===== config.mk =====
export PLATFORM = sky130hd
export DESIGN_NAME = plt_ctrl
export DESIGN_NICKNAME = d
export VERILOG_FILES = /design/src/hw/rtl/plt_pkg.sv /design/src/hw/rtl/plt_ctrl.sv
export SDC_FILE = /design/constraint.sdc
export NUM_CORES = 1
export LEC_CHECK = 0
export ABC_AREA = 0
export ABC_CLOCK_PERIOD_IN_PS = 3550
export BUFFER_PORTS_ARGS = -buffer_cell sky130_fd_sc_hd__buf_2
export CAP_MARGIN = 40
export CORE_AREA = 2 2 39 41
export DETAILED_ROUTE_END_ITERATION = 8
export DIE_AREA = 0 0 41 43
export GPL_TIMING_DRIVEN = 0
export PLACE_DENSITY_LB_ADDON = 0.3
export SYNTH_ARGS = -nofsm -noshare
export SYNTH_HDL_FRONTEND = slang
export SYNTH_SLANG_ARGS = --single-unit
export TNS_END_PERCENT = 5

===== constraint.sdc =====
create_clock -name aclk -period 3.55 [get_ports aclk]
set_clock_uncertainty 0.2 [all_clocks]
set_input_delay 0.71 -clock aclk [delete_from_list [all_inputs] [get_ports aclk]]
set_output_delay 0.71 -clock aclk [all_outputs]
set_load 0.02 [all_outputs]

===== src/hw/rtl/plt_pkg.sv =====
`timescale 1ns / 1ps
// Package for the piecewise linear table lookup block.
// Table size, field widths, request and status codes, control structs.
package plt_pkg;

    localparam int TABLE_DEPTH = 128;
    localparam int ADDR_W      = $clog2(TABLE_DEPTH);
    localparam int CNT_W       = $clog2(TABLE_DEPTH + 1);

    localparam int KEY_W    = 16;
    localparam int COEF_W   = 16;
    localparam int REQ_W    = 2;
    localparam int STATUS_W = 3;
    localparam int IDX_W    = 7;
    localparam int ENTRY_W  = KEY_W + COEF_W;
    localparam int PROD_W   = 2 * COEF_W;

    localparam int DIV_STEPS = COEF_W;
    localparam int DIV_CNT_W = $clog2(DIV_STEPS + 1);

    localparam logic [COEF_W-1:0] DEFAULT_COEF_RESET = 16'd15401;

    localparam logic [REQ_W-1:0] REQ_CLEAR   = 2'd0;
    localparam logic [REQ_W-1:0] REQ_APPEND  = 2'd1;
    localparam logic [REQ_W-1:0] REQ_INTERP  = 2'd2;
    localparam logic [REQ_W-1:0] REQ_NEAREST = 2'd3;

    localparam logic [STATUS_W-1:0] ST_OK    = 3'd0;
    localparam logic [STATUS_W-1:0] ST_EMPTY = 3'd1;
    localparam logic [STATUS_W-1:0] ST_LOW   = 3'd2;
    localparam logic [STATUS_W-1:0] ST_HIGH  = 3'd3;
    localparam logic [STATUS_W-1:0] ST_FULL  = 3'd4;
    localparam logic [STATUS_W-1:0] ST_ORDER = 3'd5;

    typedef struct packed {
        logic load;
        logic exec;
        logic scan_run;
        logic mul;
        logic div_start;
        logic out_load;
    } plt_cmd_t;

    typedef struct packed {
        logic direct;
        logic scan_done;
        logic bracket;
        logic div_done;
    } plt_sts_t;

    function automatic logic [IDX_W-1:0] to_point_index(input logic [CNT_W-1:0] idx);
        logic [31:0] wide;
        wide = 32'(idx);
        return wide[IDX_W-1:0];
    endfunction

endpackage


===== src/hw/rtl/plt_ctrl.sv =====
`timescale 1ns / 1ps
// Controller state machine: handshakes and sequencing of the datapath.
// Depends on plt_pkg.
module plt_ctrl (
    input  logic               aclk,
    input  logic               aresetn,
    input  logic               s_valid,
    output logic               s_ready,
    output logic               m_valid,
    input  logic               m_ready,
    output plt_pkg::plt_cmd_t  cmd,
    input  plt_pkg::plt_sts_t  sts
);

    typedef enum logic [2:0] {
        S_IDLE,
        S_EXEC,
        S_SCAN,
        S_MUL,
        S_DIVS,
        S_DIV,
        S_FINISH
    } state_t;

    state_t state_reg;
    logic   m_valid_reg;

    always_comb begin
        cmd = '0;
        case (state_reg)
            S_IDLE:   cmd.load      = s_valid;
            S_EXEC:   cmd.exec      = 1'b1;
            S_SCAN:   cmd.scan_run  = 1'b1;
            S_MUL:    cmd.mul       = 1'b1;
            S_DIVS:   cmd.div_start = 1'b1;
            S_FINISH: cmd.out_load  = !m_valid_reg || m_ready;
            default:  cmd = '0;
        endcase
    end

    always_ff @(posedge aclk) begin
        if (!aresetn) begin
            state_reg   <= S_IDLE;
            m_valid_reg <= 1'b0;
        end else begin
            if (cmd.out_load) begin
                m_valid_reg <= 1'b1;
            end else if (m_ready) begin
                m_valid_reg <= 1'b0;
            end
            case (state_reg)
                S_IDLE: begin
                    if (s_valid) begin
                        state_reg <= S_EXEC;
                    end
                end
                S_EXEC: begin
                    state_reg <= sts.direct ? S_FINISH : S_SCAN;
                end
                S_SCAN: begin
                    if (sts.scan_done) begin
                        state_reg <= S_FINISH;
                    end else if (sts.bracket) begin
                        state_reg <= S_MUL;
                    end
                end
                S_MUL:  state_reg <= S_DIVS;
                S_DIVS: state_reg <= S_DIV;
                S_DIV: begin
                    if (sts.div_done) begin
                        state_reg <= S_FINISH;
                    end
                end
                S_FINISH: begin
                    if (cmd.out_load) begin
                        state_reg <= S_IDLE;
                    end
                end
                default: state_reg <= S_IDLE;
            endcase
        end
    end

    assign s_ready = state_reg == S_IDLE;
    assign m_valid = m_valid_reg;

endmodule


# After elaboration in Yosys (flattened, before gate mapping)
# Cells that the tools add are included.
# word_totals
register_bits	4
latch_bits	0
mem_bits_rw	0
rom_bits	0
inputBits	8
out_inout_bits	8
memories	0
# classes
n_addsub	0
mul	0
div	0
order_cmp	0
eq_ne	10
n_shift	0
n_mux	15
bitwise_logic	0
reduce_logical	5
# op_table
operator	count
case mux 3 bit (7 select lines)	1
2-to-1 mux 3 bit	6
== test 3 bit, second input constant	3
2-to-1 mux 1 bit	8
== test 3 x 2 -> 1 bit, second input constant	2
inequality test 2 bit, second input constant	3
AND reduction 4 bit	1
== test 3 x 1 -> 1 bit, second input constant	1
zero test 3 bit	1
inequality test 3 bit, second input constant	1
nonzero test 2 bit	1
zero test 1 bit	1
logical OR 1 bit	1

# Depth between registers and ports, before layout
# logic_depth
ltp_word	5
depth_mapped	4
depth_no_buf	3

# Worst setup path before layout
# OpenSTA, ideal clock, no wires.
# synth_path
path_type	register to output
from	register state_reg[0]
to	output cmd[5] (netlist name)
t_arrival_ns	1.299
required_time_ns	2.640
path_slack_ns	1.341
stages_incl_launch_ff	4
path_buffers	1
cell_sequence	dfxtp_1 buf_2 nor3_1 and2_1
# synth_rtl
item	line	source
from (decl)	plt_ctrl.sv:25	state_t state_reg;
from (signal assigned)	plt_ctrl.sv:58	state_reg <= sts.direct ? S_FINISH : S_SCAN;
to (decl)	plt_ctrl.sv:11	output plt_pkg::plt_cmd_t cmd,

==> metrics.md <==
| Metric | Value |
|---|---|
| Critical Path Fanout Max | 4 |
| P_int | 0.142 mW |
| CTS max path bufs | 2 |
| Inserted Diodes | 0 |
| Synth top area share | 0.275 |
| Post-detail-place hpwl | 543 µm |
| Pre-antenna DRT Iters | 2 |
| Synthesized area | 292 µm² |
| WS Path Type | primary input to output pin |
| DR vias/cell | 4.55 |
| PD cells | 584 nW/µm² |
| Tcrit/Tclk final | 0.616 |
| Initial antenna violation count | 0 |
| Number of flip-flops in the largest register | 3 |
| RSZ-0062 raised after global routing | false |
| Highest-count cells in the layout ignoring fill and taps | buf_2 (16), nor3_1 (5), nor2_1 (4), dfxtp_1 (4), clkbuf_4 (3) |
| DRC viols | 0 |
| Slew headroom | 0.854 |
| Yosys warns | 0 |
| Input/output buffers | 15 |
| Final antenna-violating net count | 0 |
| Placed cell areas | 387 µm² |
| Crit path DAT | 1280 ps |
| Number of max-cap violations | 0 |
| Post-Syn Instances | 37 |
| Hold/Removal Path Class | flop to flop |
| Util after Layout | 0.296 |
| Cell accounting for the most synthesized area | dfxtp_1 |
| Clk pwr share | 0.249 |
| Post-route cell area | 409 µm² |
| Sequential share of the synthesized area | 0.275 |
| Setup TNS | 0 ps |
| Clk root buf | clkbuf_4 |
| Clk Latency, worst-skew pair | 240 ps |
| Final hold slack | 480 ps |
| Num rows | 14 |
| CTS buffer count | 3 |
| Top cells by area, synth | dfxtp_1 (27%), nor3_1 (8.6%), buf_6 (7.7%), nor2_1 (5.2%), nor4b_2 (5.2%) |
| Drt wl/cell | 10.3 µm |
| Area growth syn-to-layout | 40.3% |
| GRT Total Usage | 0.101 |
| Comb power frac | 0.508 |
| Fin nets | 65 |
| Core area | 1380 µm² |
| Most common cell after layout, fill and taps aside | buf_2 |
| Seq pwr share | 0.243 |
| Post-CTS Hold Fix Bufs | 0 |
| Overflow after GRT | 0 |
| Synthesized net count | 45 |
| Syn_area_per_cell | 7.88 µm² |
| Min Tclk post-route | 2190 ps |
| Ratio of cells with drive above 1 in the final layout | 0.436 |
| Largest net degree at the start of global routing | 11 |
| Starting density of the core | 0.211 |
| Fill count | 164 |
| Post-cts sizing count | 0 |
| Max-slew violation count | 0 |
| Initial DRC Count | 4 |
| Peak supply drop | 0.000139 V |
| Clk slew on worst S/H paths | 40 ps |
| Post-CTS Repair Setup Buffers | 0 |
| Critical path endpoint category | output pin |
| Die area | 1760 µm² |
| Vias | 323 |
| Max frequency | 0.457 GHz |
| Die Height | 43 µm |
| Crit start category | primary input |
| Final setup vio count | 0 |
| CTS tree | built |
| Outcome | complete, no violations |
| Register bit total from synthesis | 4 |
| First-pass GRT wire length | 1150 µm |
| H-tree levels | 1 |
| NetSw | 0.0972 mW |
| Least-Margin Pin Slew | 217 ps |
| Unique masters post-synth | 19 |
| Final hold vios | 0 |
| Vias in the first global route | 301 |
| Switching portion of total power | 0.407 |
| Final GP Congestion | 0.701 |
| Leakage power total | 0.209 nW |
| Worst endpoint required time | 2640 ps |
| Clock sink count | 4 |
| WL final | 733 µm |
| Die span in x | 41 µm |
| Ports | 16 |
## cell families after synthesis
family / share of synthesized area
AOI/OAI and AO/OA: 0.210
buffers and inverters: 0.120
DFF: 0.275
and+or+nand+nor: 0.395
## power groups by stage
stage	Combinational, mW	Sequential [mW]	Clock [mW]
final	0.121	0.0580	0.0596
after global routing	0.135	0.0591	0.0622
after CTS	0.123	0.0581	0.0592
after detailed placement	0.122	0.0588	0
after global placement	0.122	0.0583	0
after floorplan	0.0904	0.0581	0
## synth_stat cells (all sizes together)
library cell,number
nor3,5
dfxtp,4
nor2,4
buf,3
and2,2
and3,2
inv,2
nand2,2
nand2b,2
o21a,2
o21ai,2
a21oi,1
and4b,1
nand3,1
nor4b,1
o211a,1
o221a,1
o311a,1
## per-layer routing
layer  part of all wire  vias up  global-route usage
met1               0.48      136               0.115
met4              0.042        0               0.100
met3              0.052        5              0.0314
met2               0.43       14               0.138
li1                   -      168                   -
met5                  0        -                   0
## final timing paths
check / from / end / slack (ps) / depth (start not counted)
max: m_ready / cmd[0] / 1360 / 5
min: m_valid$_SDFFE_PN0P_ / m_valid$_SDFFE_PN0P_ / 480 / 3
max reg2reg: state_reg[1]$_SDFFE_PN0P_ / state_reg[0]$_SDFFE_PN0P_ / 2220 / 4
min reg2reg: m_valid$_SDFFE_PN0P_ / m_valid$_SDFFE_PN0P_ / 480 / 3
## worst max-delay path: stages
cell and delay, ps:
buf_2 100, nand2b_1 190, nand2_1 90, nor2_1 40
buf_2 150
## layout make-up
class	instances	area, µm²	area share
multi-input cells	28	176	0.431
flip-flops and latches	4	80.1	0.196
repair buffers	15	75.1	0.183
plain buffers	3	27.5	0.0673
clock buffers	3	22.5	0.0550
well taps	16	20.0	0.0489
inverters	2	7.51	0.0183
## metrics by stage
stage	setup WS, ps	power [mW]	instances
after floorplan	1340	0.148	37
after global placement	1370	0.181	68
after detailed placement	1370	0.181	68
after CTS	1360	0.240	71
after global routing	1310	0.256	71
final	1360	0.239	71
(Power assumes the default switching activity.)
